File: src/design/ptb_pkg.sv
// ----------------------------------------------------------------------------
// ptb_pkg
// Shared types and constants of the periodic timer bank.
// ----------------------------------------------------------------------------
package ptb_pkg;

	localparam int NUM_TIMERS_DEF = 8;

	localparam logic [2:0] KIND_TICK    = 3'd0;
	localparam logic [2:0] KIND_INSTALL = 3'd1;
	localparam logic [2:0] KIND_RUN     = 3'd2;
	localparam logic [2:0] KIND_STOP    = 3'd3;
	localparam logic [2:0] KIND_DELETE  = 3'd4;

	typedef struct packed {
		logic [2:0]  kind;
		logic [3:0]  timer_id;
		logic [31:0] interval_ticks;
	} ptb_cmd_item_t;

	typedef struct packed {
		logic [7:0] fired_mask;
		logic       install_ok;
		logic [2:0] install_slot;
	} ptb_rsp_item_t;

	typedef struct packed {
		logic load;
		logic exec;
	} ptb_ctl_t;

	typedef struct packed {
		logic last;
	} ptb_sts_t;

endpackage

File: src/design/periodic_timer_bank.sv
// ----------------------------------------------------------------------------
// periodic_timer_bank
// Bank of periodic timers: install, run, stop, delete and tick operations.
// ----------------------------------------------------------------------------
//  channel | dir | handshake         | payload
//  cmd     | in  | cmd_valid / stall | ptb_cmd_item_t (kind, timer_id, interval_ticks)
//  rsp     | out | rsp_valid / stall | ptb_rsp_item_t (fired_mask, install_ok, install_slot)
//
//  Tick: after accept, EXEC walks the table one slot of the table per cycle, then OUT
//  presents the result and holds it while rsp_stall is high.
//  Install, run, stop, delete and unknown kinds: after accept, pass through EXEC once, then OUT presents the result.
//  One item in flight; cmd_stall is high from accept until the result is taken.
//  rsp_stall holds the result; reset clears all slots to free and stopped.
// ----------------------------------------------------------------------------
module periodic_timer_bank #(
	parameter int NUM_TIMERS = ptb_pkg::NUM_TIMERS_DEF
) (
	input  logic                   clk,
	input  logic                   arst_n,
	input  logic                   cmd_valid,
	output logic                   cmd_stall,
	input  ptb_pkg::ptb_cmd_item_t cmd,
	output logic                   rsp_valid,
	input  logic                   rsp_stall,
	output ptb_pkg::ptb_rsp_item_t rsp
);
	import ptb_pkg::*;

	ptb_ctl_t ctl;
	ptb_sts_t sts;

	ptb_ctrl u_ctrl (
		.clk       (clk),
		.arst_n    (arst_n),
		.cmd_valid (cmd_valid),
		.cmd_stall (cmd_stall),
		.rsp_valid (rsp_valid),
		.rsp_stall (rsp_stall),
		.ctl       (ctl),
		.sts       (sts)
	);

	ptb_datapath #(
		.NUM_TIMERS (NUM_TIMERS)
	) u_dp (
		.clk    (clk),
		.arst_n (arst_n),
		.cmd    (cmd),
		.rsp    (rsp),
		.ctl    (ctl),
		.sts    (sts)
	);

endmodule

File: src/design/ptb_ctrl.sv
// ----------------------------------------------------------------------------
// ptb_ctrl
// Sequencer: accept an item, run it through the datapath, present the result.
// ----------------------------------------------------------------------------
module ptb_ctrl (
	input  logic              clk,
	input  logic              arst_n,
	input  logic              cmd_valid,
	output logic              cmd_stall,
	output logic              rsp_valid,
	input  logic              rsp_stall,
	output ptb_pkg::ptb_ctl_t ctl,
	input  ptb_pkg::ptb_sts_t sts
);
	import ptb_pkg::*;

	typedef enum logic [2:0] {
		ST_IDLE = 3'b001,
		ST_EXEC = 3'b010,
		ST_OUT  = 3'b100
	} ptb_state_t;

	ptb_state_t state_q;
	ptb_state_t state_nxt;

	always_comb begin
		state_nxt = state_q;
		case (state_q)
			ST_IDLE: begin
				if (cmd_valid) state_nxt = ST_EXEC;
			end
			ST_EXEC: begin
				if (sts.last) state_nxt = ST_OUT;
			end
			ST_OUT: begin
				if (!rsp_stall) state_nxt = ST_IDLE;
			end
			default: state_nxt = ST_IDLE;
		endcase
	end

	always_ff @(posedge clk or negedge arst_n) begin
		if (!arst_n) begin
			state_q <= ST_IDLE;
		end else begin
			state_q <= state_nxt;
		end
	end

	assign cmd_stall = (state_q != ST_IDLE);
	assign rsp_valid = (state_q == ST_OUT);
	assign ctl.load  = (state_q == ST_IDLE) && cmd_valid;
	assign ctl.exec  = (state_q == ST_EXEC);

endmodule

File: src/design/ptb_datapath.sv
// ----------------------------------------------------------------------------
// ptb_datapath
// Slot table and result registers; a tick walks one slot per cycle.
// ----------------------------------------------------------------------------
module ptb_datapath #(
	parameter int NUM_TIMERS = ptb_pkg::NUM_TIMERS_DEF
) (
	input  logic                   clk,
	input  logic                   arst_n,
	input  ptb_pkg::ptb_cmd_item_t cmd,
	output ptb_pkg::ptb_rsp_item_t rsp,
	input  ptb_pkg::ptb_ctl_t      ctl,
	output ptb_pkg::ptb_sts_t      sts
);
	import ptb_pkg::*;

	localparam int IW = (NUM_TIMERS > 1) ? $clog2(NUM_TIMERS) : 1;
	localparam int FW = (NUM_TIMERS > 8) ? NUM_TIMERS : 8;
	localparam int SW = (IW > 3) ? IW : 3;

	logic [NUM_TIMERS-1:0] used_q;
	logic [NUM_TIMERS-1:0] running_q;
	logic [31:0]           count_q [NUM_TIMERS];
	logic [31:0]           period_q [NUM_TIMERS];
	logic [IW-1:0]         idx_q;

	logic [2:0]  kind_q;
	logic [3:0]  id_q;
	logic [31:0] ival_q;

	logic [FW-1:0] fire_q;
	logic          ok_q;
	logic [IW-1:0] slot_q;

	logic          free_found;
	logic [IW-1:0] free_idx;
	logic          id_ok;
	logic [IW-1:0] id_idx;
	logic [31:0]   cnt_inc;
	logic          hit;
	logic          idx_last;
	logic [SW-1:0] slot_ext;

	always_comb begin
		free_found = 1'b0;
		free_idx   = '0;
		for (int i = NUM_TIMERS - 1; i >= 0; i--) begin
			if (!used_q[i]) begin
				free_found = 1'b1;
				free_idx   = IW'(i);
			end
		end
	end

	assign id_ok    = ({1'b0, id_q} < 5'(NUM_TIMERS));
	assign id_idx   = IW'(id_q);
	assign cnt_inc  = count_q[idx_q] + 32'd1;
	assign hit      = (cnt_inc >= period_q[idx_q]);
	assign idx_last = (idx_q == IW'(NUM_TIMERS - 1));
	assign sts.last = (kind_q != KIND_TICK) || idx_last;

	// control state
	always_ff @(posedge clk or negedge arst_n) begin
		if (!arst_n) begin
			used_q    <= '0;
			running_q <= '0;
			idx_q     <= '0;
		end else if (ctl.load) begin
			idx_q <= '0;
		end else if (ctl.exec) begin
			case (kind_q)
				KIND_TICK: begin
					if (!idx_last) idx_q <= idx_q + 1'b1;
				end
				KIND_INSTALL: begin
					if (free_found) begin
						used_q[free_idx]    <= 1'b1;
						running_q[free_idx] <= 1'b0;
					end
				end
				KIND_RUN: begin
					if (id_ok) running_q[id_idx] <= 1'b1;
				end
				KIND_STOP: begin
					if (id_ok) running_q[id_idx] <= 1'b0;
				end
				KIND_DELETE: begin
					if (id_ok) begin
						running_q[id_idx] <= 1'b0;
						used_q[id_idx]    <= 1'b0;
					end
				end
				default: ;
			endcase
		end
	end

	// payload
	always_ff @(posedge clk) begin
		if (ctl.load) begin
			kind_q <= cmd.kind;
			id_q   <= cmd.timer_id;
			ival_q <= cmd.interval_ticks;
			fire_q <= '0;
			ok_q   <= 1'b0;
			slot_q <= '0;
		end else if (ctl.exec) begin
			case (kind_q)
				KIND_TICK: begin
					if (used_q[idx_q] && running_q[idx_q]) begin
						if (hit) begin
							count_q[idx_q] <= '0;
							fire_q[idx_q]  <= 1'b1;
						end else begin
							count_q[idx_q] <= cnt_inc;
						end
					end
				end
				KIND_INSTALL: begin
					if (free_found) begin
						period_q[free_idx] <= ival_q;
						count_q[free_idx]  <= '0;
						ok_q               <= 1'b1;
						slot_q             <= free_idx;
					end
				end
				KIND_STOP: begin
					if (id_ok) count_q[id_idx] <= '0;
				end
				default: ;
			endcase
		end
	end

	assign slot_ext         = SW'(slot_q);
	assign rsp.fired_mask   = fire_q[7:0];
	assign rsp.install_ok   = ok_q;
	assign rsp.install_slot = slot_ext[2:0];

endmodule

File: config.mk
export PLATFORM = sky130hd
export DESIGN_NAME = periodic_timer_bank
export DESIGN_NICKNAME = d
export VERILOG_FILES = /design/src/design/ptb_pkg.sv /design/src/design/periodic_timer_bank.sv /design/src/design/ptb_ctrl.sv /design/src/design/ptb_datapath.sv
export SDC_FILE = /design/constraint.sdc
export NUM_CORES = 1
export LEC_CHECK = 0
export ABC_CLOCK_PERIOD_IN_PS = 6010
export BUFFER_PORTS_ARGS = -buffer_cell sky130_fd_sc_hd__buf_2
export CORE_UTILIZATION = 45
export DETAILED_ROUTE_END_ITERATION = 10
export RECOVER_POWER = 50
export SETUP_SLACK_MARGIN = 0.1
export SLEW_MARGIN = 10
export SYNTH_ARGS = -nofsm -noshare
export SYNTH_HDL_FRONTEND = slang
export SYNTH_SLANG_ARGS = --single-unit
File: constraint.sdc
create_clock -name clk -period 6.01 [get_ports clk]
set_clock_uncertainty 0.2 [all_clocks]
set_input_delay 0.9015 -clock clk [delete_from_list [all_inputs] [get_ports clk]]
set_output_delay 0.9015 -clock clk [all_outputs]
set_load 0.01 [all_outputs]
==> summary.txt, run 1 <==
Synth
  – Syn. warnings: 0
  – Sequential-to-total area share from yosys stat: 0.730
  – Synth Cell Area: between 0.02 and 0.025 mm^2
  – Top FF cell, synth: edfxtp_1
  – Synthesized flop and latch total: 585
  – Synthesized area per cell: 16.6 um^2
  – Synth async-reset ratio: 0.0376
  – EDFF count, synth: 551
  – Gate Count Post-Synth: 1,428
  – Cell variety after synth: 75
  – Syn_nets: 1,506

Finish
  – Area of the multi-input gates: 0.00607 mm^2
  – # fillers: 4,249
  – Final instance area: 0.0270 mm^2
  – Layout cell share with drive strength beyond 1: 0.187
  – Area added between synthesis and finish: 13.8%
  – Register Area: 0.0173 mm^2
  – Total Nets Final: 1,621

Timing
  – Fin Setup TNS: 0 ns
  – Relative slew slack: -1.07
  – Fin. max-slew vios: around 250
  – FMAX: 0.178 GHz
  – Fin. Hold Viols: 0
  – RSZ-0062 raised after global routing: false
  – Crit share post-route: 0.935
  – Setup Viol. Count Final: 0
  – Least-Margin Pin Slew: around 3.1 ns
  – Tmin final: 5.62 ns

Clocking
  – Later-pin clock latency in the skew report: ~0.63 ns
  – Post-cts sizing count: 0
  – Worst-path clk slew: 0.06 ns
  – H-Tree Depth: 2
  – CTS Buffer Depth: 3
  – Postcts setup bufs: 0
  – CTS Sinks: 585
  – TritonCTS Buffers: 58
  – Root Driver: clkbuf_16
  – CTS tree: done
  – Cts hold-fix bufs: 0

Pwr
  – Leak: 9.46 nW
  – Pwr Density: approximately 340 mW/mm^2
  – Power, Total: 0.00917 W
  – Worst vdd ir: approximately 260 uV

Global routing
  – Congestion Overflow GR: 0
  – Overall Global Routing Usage: 0.219
  – Initial antenna violation count: 1
  – Wire length of the first global-routing pass: 86,700 um
  – Vias in the first global route: between 10,000 and 15,000
  – Largest net degree at the start of global routing: 55

Drt
  – Drt wl/cell: 25.6 um
  – Wirelength, routed: 58,200 um
  – Drt drc: 0
  – Vias per cell: slightly below 6
  – DR pass1 iterations: 5
  – Final ANT Viol Nets: 0
  – Vias: 13,555
  – Starting DRT DRC Count: 1,268

Die
  – Die Wd: 232 um
  – Initial Util: 0.460
  – Die ar.: 0.0537 mm^2
  – Num ports: 57
  – Die height: around 230 um
  – Cell row count: 83
  – Core area: 0.0517 mm^2

Setup path
  – CP Capture Type: flop
  – Critical path origin: u_dp.idx_q[1]$_DFFE_PN0P_
  – Worst Setup Start Kind: flop
  – Critical path class: reg -> reg
  – Reg2reg start: u_dp.idx_q[1]$_DFFE_PN0P_
  – CP arrival: 5.95 ns
  – Data required, critical path: 6.34 ns
  – Worst-path fanout max: 43

Placed design
  – Placer congestion estimate: 0.883
  – Post-DP HPWL: about 35,000 um
  – Placement Cell Area: 0.0252 mm^2
  – PortBufs: 56

Status
  – Outcome: finished, violations left
  – Failing checks: capacitance limit, slew limit

Hold path
  – Worst hold path startpoint: rsp_stall
  – Hold Path Class: in -> reg

Run
  – Max-Cap Viols: 9
[metal layers]
layer  global-route usage  part of all wire
met1                0.306              0.44
met2                0.353              0.48
met3               0.0345             0.061
met4               0.0715             0.025
met5                    0           0.00031
[where the power goes]
part | switching [W] | internal, W
sequential | 0.000161 | 0.00467
clock | 0.00153 | 0.00201
combinational | 0.000523 | 0.000281
[cell usage after synthesis (all sizes together) (3+ instances only)]
cell type  number  area (um^2)
a21oi          38          190
a31oi           9         56.3
and4b           4         40.0
nand2b         10         62.6
a211o           3         26.3
nand3          14         70.1
a21o            5         37.5
edfxtp        551        16500
and2            8         50.1
a221oi         20          181
inv            10         37.5
and3           39          244
o31a            3         26.3
xor2            8         70.1
nor3           22          115
clkbuf         38          143
nand3b          5         37.5
dfrtp          21          526
nor2           57          214
dfxtp          12          240
nor3b           9         67.6
or2             6         42.5
o21a            5         37.5
nor4            9         77.6
nor4b           9          104
mux4           33          743
mux2           24          270
o21ai          41          205
nand2          48          180
xnor2          15          131
nor2b          13         81.3
nand4           5         31.3
or3             5         36.3
and4           33          289
a221o           3         30.0
a2111o          3         33.8
a211oi          4         35.0
and3b           7         61.3
a22oi         140         1050
mux2i          26          260
a22o           14          123
buf            39          272
ha             35          438
[stage by stage]
| step | setup WS [ns] | std cells | utilization | hold WS (ns) |
|---|---|---|---|---|
| finish | 0.392 | 2273 | 0.523 | 0.240 |
| global route | 0.102 | 2272 | 0.523 | 0.228 |
| CTS | 0.349 | 2272 | 0.524 | 0.0436 |
| detailed placement | 0.363 | 2163 | 0.488 | 0.241 |
| global placement | 0.342 | 2163 | 0.488 | 0.233 |
| floorplan | 0.641 | 1428 | - | 0.245 |
[layout by cell type, fill, tap and decap left out, types with 9 or more instances in the layout]
cell type  count
a21oi_1       38
a221oi_1      19
a22o_1        14
a22oi_1      140
a31oi_1        9
and3_1        36
and4_1        33
buf_2         40
buf_4         66
clkbuf_1      30
clkbuf_16     59
clkinv_1      13
clkinv_2      14
dfrtp_1       18
dfxtp_1       12
edfxtp_1     551
ha_1          35
inv_1         10
mux2_2        24
mux2i_1       26
mux4_2        33
nand2_1       48
nand2b_1      10
nand3_1       14
nor2_1        54
nor2b_1       12
nor3_1        19
o21ai_0       41
xnor2_1       15
[layout make-up]
cell class              instances  area share
multi-input cells             756       0.224
repair buffers                132      0.0323
clock inverters                41      0.0130
well taps                     680      0.0315
clock buffers                  68      0.0558
inverters                      10     0.00139
flip-flops and latches        585       0.641
diodes                          1   0.0000925
[path summary, 6_finish.rpt]
check	endpoint	slack, ns	cells after the start
min in group asynchronous	u_dp.running_q[5]$_DFFE_PN0P_	0.35	1
min	u_ctrl.state_q[0]$_DFFE_PN1P_	0.24	2
max	u_dp.fire_q[3]$_SDFFE_PP0P_	0.39	17
max in group asynchronous	u_dp.idx_q[1]$_DFFE_PN0P_	4.31	1
min reg2reg	u_dp.slot_ext[1]$_SDFFE_PP0P_	0.26	1
max reg2reg	u_dp.fire_q[3]$_SDFFE_PP0P_	0.39	17
[logic make-up (layout without fill, tap and decap cells)]
family,Yosys count,after routing,share of synthesized area
AOI/OAI and AO/OA,306,306,0.0921
xor gates and xnor gates,23,23,0.00848
adders and majority gates,35,35,0.0184
buffers and inverters,87,251,0.0190
DFF,585,585,0.730
muxes,83,83,0.0536
other,0,1,0
and+or+nand+nor,309,309,0.0788
[critical path, cell delays in order (launching register included)]
cell,delay [ns]
dfrtp_4,0.47
buf_12,0.27
nor2b_1,0.08
mux4_2,0.48
or2_2,0.39
ha_1,0.23
and2_1,0.20
nand2_1,0.32
nor2_1,0.09
xnor2_1,0.56
ha_1,0.26
and4_1,0.24
nand2_1,0.06
o311a_1,0.33
a211o_1,0.28
a21oi_1,0.76
a21oi_1,0.17
nor2_1,0.12
[state kept, by name, indices dropped and copies added, names as in the netlist, 4 cells and up]
name            count
u_dp.count_q      256
u_dp.fire_q         8
u_dp.id_q           4
u_dp.period_q     256
u_dp.ival_q        32
u_dp.running_q      8
u_dp.used_q         8
Note: power is estimated with default switching activity, not from simulation.
==> run 2, diff against run 1 <==
- CAP_MARGIN: default -> 20
- CORE_MARGIN: default -> 3
- SYNTH_HIERARCHICAL: default -> 1
==> run 2 against run 1 <==
The run still ends with capacitance limit, slew limit left; non-clock buffer count down 13; largest cell class unchanged; flip-flop and latch count stayed put; clock power rose by 4%; critical endpoint is now u_dp/count_q[3][8]$_DFFE_PP_; critical path depth shrank 1; setup slack improved by 0.040 ns; wire length grew 2.4%; critical path type unchanged.
==> summary.txt, run 2 <==
Synth
  – Most frequent cell after synthesis: edfxtp_1 (unchanged)
  – Synthesized area per cell: 16.7 um^2 (was 16.6 um^2)
  – Largest area contributor in the netlist: edfxtp_1 (unchanged)
  – EDFF count, synth: 551 (unchanged)
  – Top cells by area, synth: edfxtp_1 69%, mux4_2 3.3%, a22oi_1 3.1%, dfrtp_1 2.2%, ha_1 1.8% (was edfxtp_1 70%, a22oi_1 4.4%, mux4_2 3.1%, dfrtp_1 2.2%, ha_1 1.8%)
  – Synth Cell Area: 0.0240 mm^2 (was 0.0238 mm^2)
  – Top FF cell, synth: edfxtp_1 (unchanged)
  – Syn_nets: 1,515 (was 1,506)
  – Gate Count Post-Synth: 1,437 (was 1,428)
  – Synth top area share: 0.690 (was 0.696)
  – Sequential-to-total area share from yosys stat: 0.723 (was 0.730)
  – Synth async-reset ratio: 0.0376 (unchanged)
  – Cell variety after synth: 87 (was 75)
  – Synth top cells by count: 551 x edfxtp_1, 99 x a22oi_1, 75 x nor2_1 (was 551 x edfxtp_1, 140 x a22oi_1, 57 x nor2_1)
  – Synthesized flop and latch total: 585 (unchanged)
  – Syn. warnings: 6 (was 0)

Die
  – Initial Util: 0.461 (was 0.460)
  – Num ports: 57 (unchanged)
  – Core area: 0.0520 mm^2 (was 0.0517 mm^2)
  – Die Wd: 237 um (was 232 um)
  – Cell row count: 83 (unchanged)
  – Die height: 237 um (was 232 um)
  – Die ar.: 0.0561 mm^2 (was 0.0537 mm^2)

Timing
  – Fin. Hold Viols: 0 (unchanged)
  – Tmin final: 5.58 ns (was 5.62 ns)
  – Relative slew slack: -0.879 (was -1.07)
  – RSZ-0062 raised after global routing: false (unchanged)
  – Fin Setup TNS: 0 ns (unchanged)
  – FMAX: 0.179 GHz (was 0.178 GHz)
  – Fin. max-slew vios: 164 (was 252)
  – Setup Viol. Count Final: 0 (unchanged)
  – Least-Margin Pin Slew: 2.82 ns (was 3.10 ns)
  – Fin Hold WS: 0.225 ns (was 0.240 ns)
  – Crit share post-route: 0.928 (was 0.935)

Clocking
  – Cts hold-fix bufs: 0 (unchanged)
  – TritonCTS Buffers: 59 (was 58)
  – CTS tree: done (unchanged)
  – H-Tree Depth: 2 (unchanged)
  – Worst-path clk slew: 0.06 ns (about the same)
  – CTS Buffer Depth: 3 (unchanged)
  – Later-pin clock latency in the skew report: 0.65 ns (was 0.63 ns)
  – Root Driver: clkbuf_16 (unchanged)
  – CTS Sinks: 585 (unchanged)

Status
  – Failing checks: capacitance limit, slew limit (unchanged)
  – Outcome: finished, violations left (unchanged)

Finish
  – Layout cell share with drive strength beyond 1: 0.178 (was 0.187)
  – Most common cell after layout, fill and taps aside: edfxtp_1 (unchanged)
  – Area added between synthesis and finish: 13.9% (was 13.8%)
  – Diode count: 0 (was 1)
  – Area of the multi-input gates: 0.00631 mm^2 (was 0.00607 mm^2)
  – Register Area: 0.0173 mm^2 (about the same)
  – Total Nets Final: 1,627 (was 1,621)
  – # fillers: 4,219 (was 4,249)
  – Most frequent cells in the layout: 551 x edfxtp_1, 99 x a22oi_1, 60 x clkbuf_16, 57 x nor2_1, 53 x nand2_1 (was 551 x edfxtp_1, 140 x a22oi_1, 66 x buf_4, 59 x clkbuf_16, 54 x nor2_1)
  – Largest regs: u_dp/count_q: 256 flops, u_dp/period_q: 256 flops, u_dp/ival_q: 32 flops (was u_dp.count_q: 256 flops, u_dp.period_q: 256 flops, u_dp.ival_q: 32 flops)

Drt
  – Wirelength, routed: 59,600 um (was 58,200 um)
  – Final ANT Viol Nets: 0 (unchanged)
  – Vias per cell: 5.99 (was 5.96)
  – DR pass1 iterations: 5 (unchanged)
  – Drt drc: 0 (unchanged)
  – Starting DRT DRC Count: 1,331 (was 1,268)
  – Vias: 13,666 (was 13,555)
  – Drt wl/cell: 26.2 um (was 25.6 um)

Setup path
  – CP arrival: 5.72 ns (was 5.95 ns)
  – FF-to-FF setup slack: 0.43 ns (was 0.39 ns)
  – CP Capture Type: flop (unchanged)
  – Data required, critical path: 6.15 ns (was 6.34 ns)
  – Worst Setup Start Kind: flop (unchanged)
  – Critical path class: reg -> reg (unchanged)
  – Worst-path fanout max: 18 (was 43)

Global routing
  – Initial antenna violation count: 1 (unchanged)
  – Overall Global Routing Usage: 0.209 (was 0.219)
  – Largest net degree at the start of global routing: 52 (was 55)
  – Vias in the first global route: 13,591 (was 13,635)
  – Wire length of the first global-routing pass: 88,300 um (was 86,700 um)
  – Congestion Overflow GR: 0 (unchanged)

Placed design
  – PortBufs: 56 (unchanged)
  – Placer congestion estimate: 0.918 (was 0.883)
  – Post-DP HPWL: 36,700 um (was 35,200 um)

Pwr
  – Pwr Density: 338 mW/mm^2 (was 339 mW/mm^2)
  – Worst vdd ir: 287 uV (was 262 uV)
  – Leak: 9.62 nW (was 9.46 nW)

Run
  – Max-Cap Viols: 7 (was 9)

Hold path
  – Hold Path Class: in -> reg (unchanged)
run 2: cell count changes after synthesis, moves of 6 or more:
cell	change
a22oi_1	-41
mux2i_1	+13
a221oi_1	+15
mux2_2	-7
mux4_1	+8
and3b_1	-6
nor2_1	+18
a21oi_1	+8
and4_1	-14
nand3_1	+7
and2_1	-6
run 2: power breakdown:
part	switching (W)	internal, W
clock network	0.00155	0.00213
logic	0.000471	0.000242
registers	0.000173	0.00467
run 2: area by class of cell:
cell class,instances,share of cell area
Clock inverter,33,0.0153
Inverter,13,0.00179
Multi-Input combinational cell,771,0.231
Timing Repair Buffer,119,0.0288
Sequential cell,585,0.635
Tap cell,680,0.0312
Clock buffer,79,0.0568
run 2: stage by stage:
stage / setup WS [ns] / power (W) / instances / util / cell area (um^2)
after detailed placement: 0.108 / 0.00563 / 2166 / 0.488 / 25400
after global routing: 0.139 / 0.00955 / 2280 / 0.525 / 27300
after floorplan: 1.09 / 0.00530 / 1437 / - / 24000
final: 0.432 / 0.00924 / 2280 / 0.525 / 27300
after global placement: 0.0244 / 0.00561 / 2166 / 0.488 / 25400
after CTS: 0.124 / 0.00930 / 2278 / 0.525 / 27300
run 2: cells by family (layout without fill, tap and decap cells):
| kind of cell | after synthesis | in the layout | synth area share |
|---|---|---|---|
| buffers and inverters | 81 | 244 | 0.0198 |
| DFF | 585 | 585 | 0.723 |
| AOI/OAI and AO/OA | 295 | 295 | 0.0876 |
| adders and majority gates | 35 | 35 | 0.0183 |
| xor gates and xnor gates | 26 | 26 | 0.00949 |
| muxes | 101 | 101 | 0.0669 |
| and+or+nand+nor | 314 | 314 | 0.0751 |
run 2: critical path, cell delays in order, from the launching register on:
cell and delay [ns]:
dfrtp_4 0.63, buf_12 0.23, and2b_2 0.35, a22oi_1 0.12
o22a_1 0.29, or4b_4 0.68, nor4_4 0.49, nand3_1 0.14
nor2b_1 0.16, ha_1 0.33, a21o_1 0.19, a21o_1 0.18
a221oi_1 0.24, o21a_1 0.19, and2_0 0.18, nand2_1 0.18
nor2b_1 0.50
run 2: metal layers:
metal  part of all wire  vias to the layer above  GRT usage
met5            0.00027                        -          0
met3              0.071                       97     0.0466
met1               0.43                     6986      0.294
met4              0.021                        2     0.0491
li1                   -                     6065          -
met2               0.48                      516      0.335
run 2: final timing paths:
kind	end	from	cells after the start
max in group asynchronous	u_dp/idx_q[2]$_DFFE_PN0P_	arst_n	1
min reg2reg	u_dp/ok_q$_SDFFE_PP0P_	u_dp/ok_q$_SDFFE_PP0P_	2
max reg2reg	u_dp/count_q[3][8]$_DFFE_PP_	u_dp/idx_q[1]$_DFFE_PN0P_	16
max	u_dp/count_q[3][8]$_DFFE_PP_	u_dp/idx_q[1]$_DFFE_PN0P_	16
min in group asynchronous	u_dp/used_q[2]$_DFFE_PN0P_	arst_n	1
min	u_dp/ival_q[6]$_DFFE_PP_	cmd[6]	1
run 2: timing repair:
| item | 4_1_cts | 5_1_grt |
|---|---|---|
| gates resized for setup | 1 | 4 |
| buffers inserted | 0 | 2 |
| cloned | 0 | 0 |
| setup endpoints to repair | 8 | 256 |
==> run 3, diff against run 2 <==
- CTS_BUF_LIST: default -> sky130_fd_sc_hd__clkbuf_4
==> run 3 against run 2 <==
The flow still finishes with violations (capacitance limit, slew limit); register-to-register slack got worse by 0.09 ns; maximum frequency decreased by 1.5%; hold slack improved by 0.021 ns; via count increased by 5.3%; sequential share of layout area decreased by 1.2 points; die area unchanged; combinational power increased by 3.2%; global-route usage increased by 1.0 points; core utilization increased by 1.0 points; clock power decreased by 4%; wire length increased by 2.6%; largest power group unchanged; sequential power about the same.
==> summary.txt, run 3 (synthesized netlist as in run 2, its figures left out) <==
Status
  – Outcome: finished, violations left (unchanged)
  – Failing checks: capacitance limit, slew limit (unchanged)

Placed design
  – Placer congestion estimate: 0.918 (unchanged)
  – Placement Cell Area: 0.0254 mm^2 (unchanged)
  – PortBufs: 56 (unchanged)
  – Post-DP HPWL: 36,700 um (unchanged)

Timing
  – Setup Viol. Count Final: 0 (unchanged)
  – Fin. max-slew vios: 149 (was 164)
  – Least-Margin Pin Slew: 2.80 ns (was 2.82 ns)
  – FMAX: 0.177 GHz (was 0.179 GHz)
  – Fin Setup TNS: 0 ns (unchanged)
  – Tmin final: 5.66 ns (was 5.58 ns)
  – Relative slew slack: -0.867 (was -0.879)
  – Crit share post-route: 0.942 (was 0.928)
  – RSZ-0062 raised after global routing: false (unchanged)
  – Fin. Hold Viols: 0 (unchanged)

Drt
  – Drt drc: 0 (unchanged)
  – Wirelength, routed: 61,200 um (was 59,600 um)
  – DR pass1 iterations: 6 (was 5)
  – Drt wl/cell: 24.6 um (was 26.2 um)
  – Final ANT Viol Nets: 0 (unchanged)
  – Vias per cell: 5.79 (was 5.99)
  – Vias: 14,396 (was 13,666)
  – Starting DRT DRC Count: 1,490 (was 1,331)

Pwr
  – Power, Total: 0.00911 W (was 0.00924 W)
  – Worst vdd ir: 219 uV (was 287 uV)
  – Sw Pwr: 0.00225 W (was 0.00220 W)
  – Leak: 10.1 nW (was 9.62 nW)
  – Clock Power Share: 0.388 (was 0.399)
  – Seq pwr share: 0.531 (was 0.524)
  – Pwr Density: 327 mW/mm^2 (was 338 mW/mm^2)
  – Internal power: 0.00686 W (was 0.00704 W)
  – Sw Share: 0.247 (was 0.238)
  – Comb pwr share: 0.081 (was 0.077)

Global routing
  – Congestion Overflow GR: 0 (unchanged)
  – Overall Global Routing Usage: 0.220 (was 0.209)
  – Wire length of the first global-routing pass: 91,400 um (was 88,300 um)
  – Vias in the first global route: 14,556 (was 13,591)
  – M1 GR Usage: 0.301 (was 0.294)
  – Initial antenna violation count: 3 (was 1)
  – Met3 GRT Util: 0.0606 (was 0.0466)
  – Gr busiest metal: met2 (unchanged)
  – Met2 Use GR: 0.342 (was 0.335)
  – Largest net degree at the start of global routing: 52 (unchanged)

Finish
  – Final instance area: 0.0278 mm^2 (was 0.0273 mm^2)
  – Most frequent cells in the layout: 551 x edfxtp_1, 226 x clkbuf_4, 99 x a22oi_1, 57 x nor2_1, 56 x buf_4 (was 551 x edfxtp_1, 99 x a22oi_1, 60 x clkbuf_16, 57 x nor2_1, 53 x nand2_1)
  – Most common cell after layout, fill and taps aside: edfxtp_1 (unchanged)
  – Largest regs: u_dp/count_q: 256 flops, u_dp/period_q: 256 flops, u_dp/ival_q: 32 flops (unchanged)
  – Total Nets Final: 1,769 (was 1,627)
  – Layout cell share with drive strength beyond 1: 0.250 (was 0.178)
  – Area of the multi-input gates: 0.00631 mm^2 (unchanged)
  – Register Area: 0.0173 mm^2 (unchanged)
  – Area added between synthesis and finish: 16.1% (was 13.9%)
  – # fillers: 4,254 (was 4,219)

Setup path
  – CP Cell Sequence: buf_4 > mux4_1 > mux2i_1 > a2111oi_4 > nand4_4 > nor4_4 > xor2_2 > ha_1 > a21oi_1 > o21ai_0 > a221oi_1 > o21a_1 > and2_0 > buf_4 > and3_1 (was buf_12 > and2b_2 > a22oi_1 > o22a_1 > or4b_4 > nor4_4 > nand3_1 > nor2b_1 > ha_1 > a21o_1 > a21o_1 > a221oi_1 > o21a_1 > and2_0 > nand2_1 > nor2b_1)
  – Critical path class: reg -> reg (unchanged)
  – Worst Setup Start Kind: flop (unchanged)
  – CP arrival: 6.19 ns (was 5.72 ns)
  – Slowest stage cell, crit path: dfrtp_4 (was or4b_4)
  – Worst-path fanout max: 24 (was 18)
  – CP max stage delay: 0.63 ns (was 0.68 ns)
  – CP most frequent cell: buf_4
  – Data required, critical path: 6.54 ns (was 6.15 ns)
  – CP Capture Type: flop (unchanged)

Die
  – Core area: 0.0520 mm^2 (unchanged)
  – Num ports: 57 (unchanged)
  – Initial Util: 0.461 (unchanged)
  – Die height: 237 um (unchanged)
  – Die Wd: 237 um (unchanged)
  – Cell row count: 83 (unchanged)
  – Die ar.: 0.0561 mm^2 (unchanged)

Clocking
  – Later-pin clock latency in the skew report: 1.02 ns (was 0.65 ns)
  – CTS tree: done (unchanged)
  – CTS Buffer Depth: 3 (unchanged)
  – H-Tree Depth: 4 (was 2)
  – Worst-path clk slew: 0.06 ns (about the same)
  – TritonCTS Buffers: 153 (was 59)
  – CTS Sinks: 585 (unchanged)
  – Root Driver: clkbuf_4 (was clkbuf_16)

Hold path
  – Hold Path Class: reg -> reg (was in -> reg)

Run
  – Max-Cap Viols: 7 (unchanged)
run 3: cell count changes in the layout (fill, tap and decap cells not counted), moves of 5 or more:
cell / delta
diode_2: +6
clkbuf_16: -59
clkinv_1: +14
clkinv_2: -6
buf_4: +5
clkbuf_1: -19
clkbuf_4: +226
dlygate4sd3_1: +42
run 3: layout make-up:
cell class	instances	share of cell area
Multi-Input combinational cell	771	0.227
Timing Repair Buffer	167	0.0450
Clock inverter	39	0.0114
Tap cell	680	0.0306
Sequential cell	585	0.623
Clock buffer	226	0.0609
Antenna cell	6	0.000539
Inverter	13	0.00189
run 3: per-stage QoR:
step	std cells	worst slack, ns	utilization	hold WS, ns
global route	2487	0.113	0.535	0.267
detailed placement	2166	0.108	0.488	0.234
finish	2487	0.346	0.535	0.247
floorplan	1437	1.09	-	0.226
CTS	2474	0.182	0.535	0.134
global placement	2166	0.0244	0.488	0.231
run 3: per-layer routing:
layer	part of all wire	vias to the layer above
met3	0.077	83
li1	-	6470
met1	0.43	7283
met4	0.017	2
met5	0.00021	-
met2	0.48	558
run 3: power groups by stage:
stage	clock, W	combinational (W)	sequential [W]
2_1_floorplan	0	0.000464	0.00484
3_3_place_gp	0	0.000696	0.00491
3_5_place_dp	0	0.000703	0.00492
4_1_cts	0.00364	0.000727	0.00484
5_1_grt	0.00388	0.000796	0.00486
6_report	0.00354	0.000736	0.00484
run 3: path summary, 6_finish.rpt:
path	startpoint	end	slack, ns	cells after the start
max in group asynchronous	arst_n	u_dp/idx_q[2]$_DFFE_PN0P_	4.02	2
max	u_dp/idx_q[1]$_DFFE_PN0P_	u_dp/count_q[6][23]$_DFFE_PP_	0.35	15
min in group asynchronous	arst_n	u_dp/used_q[0]$_DFFE_PN0P_	0.53	2
min	u_dp/ok_q$_SDFFE_PP0P_	u_dp/ok_q$_SDFFE_PP0P_	0.25	2
min reg2reg	u_dp/ok_q$_SDFFE_PP0P_	u_dp/ok_q$_SDFFE_PP0P_	0.25	2
max reg2reg	u_dp/idx_q[1]$_DFFE_PN0P_	u_dp/count_q[6][23]$_DFFE_PP_	0.35	15
run 3: what timing repair did:
action | in CTS | in global routing
hold buffers | 42 | 0
setup buffers | 1 | 7
setup endpoints to repair | 8 | 91
hold endpoints to repair | 64 | 0
pin swaps | 0 | 1
gates resized for setup | 1 | 7
run 3: worst max-delay path, delay by kind of cell (launching register included):
kind	cells	cell delay, ns
AO/OA/AOI/OAI	5	1.46
XOR/XNOR	1	0.28
buffers and inverters	2	0.58
multiplexers	2	0.53
adder cells (fa/ha/maj)	1	0.29
AND/OR/NAND/NOR	4	1.41
flip-flops	1	0.63
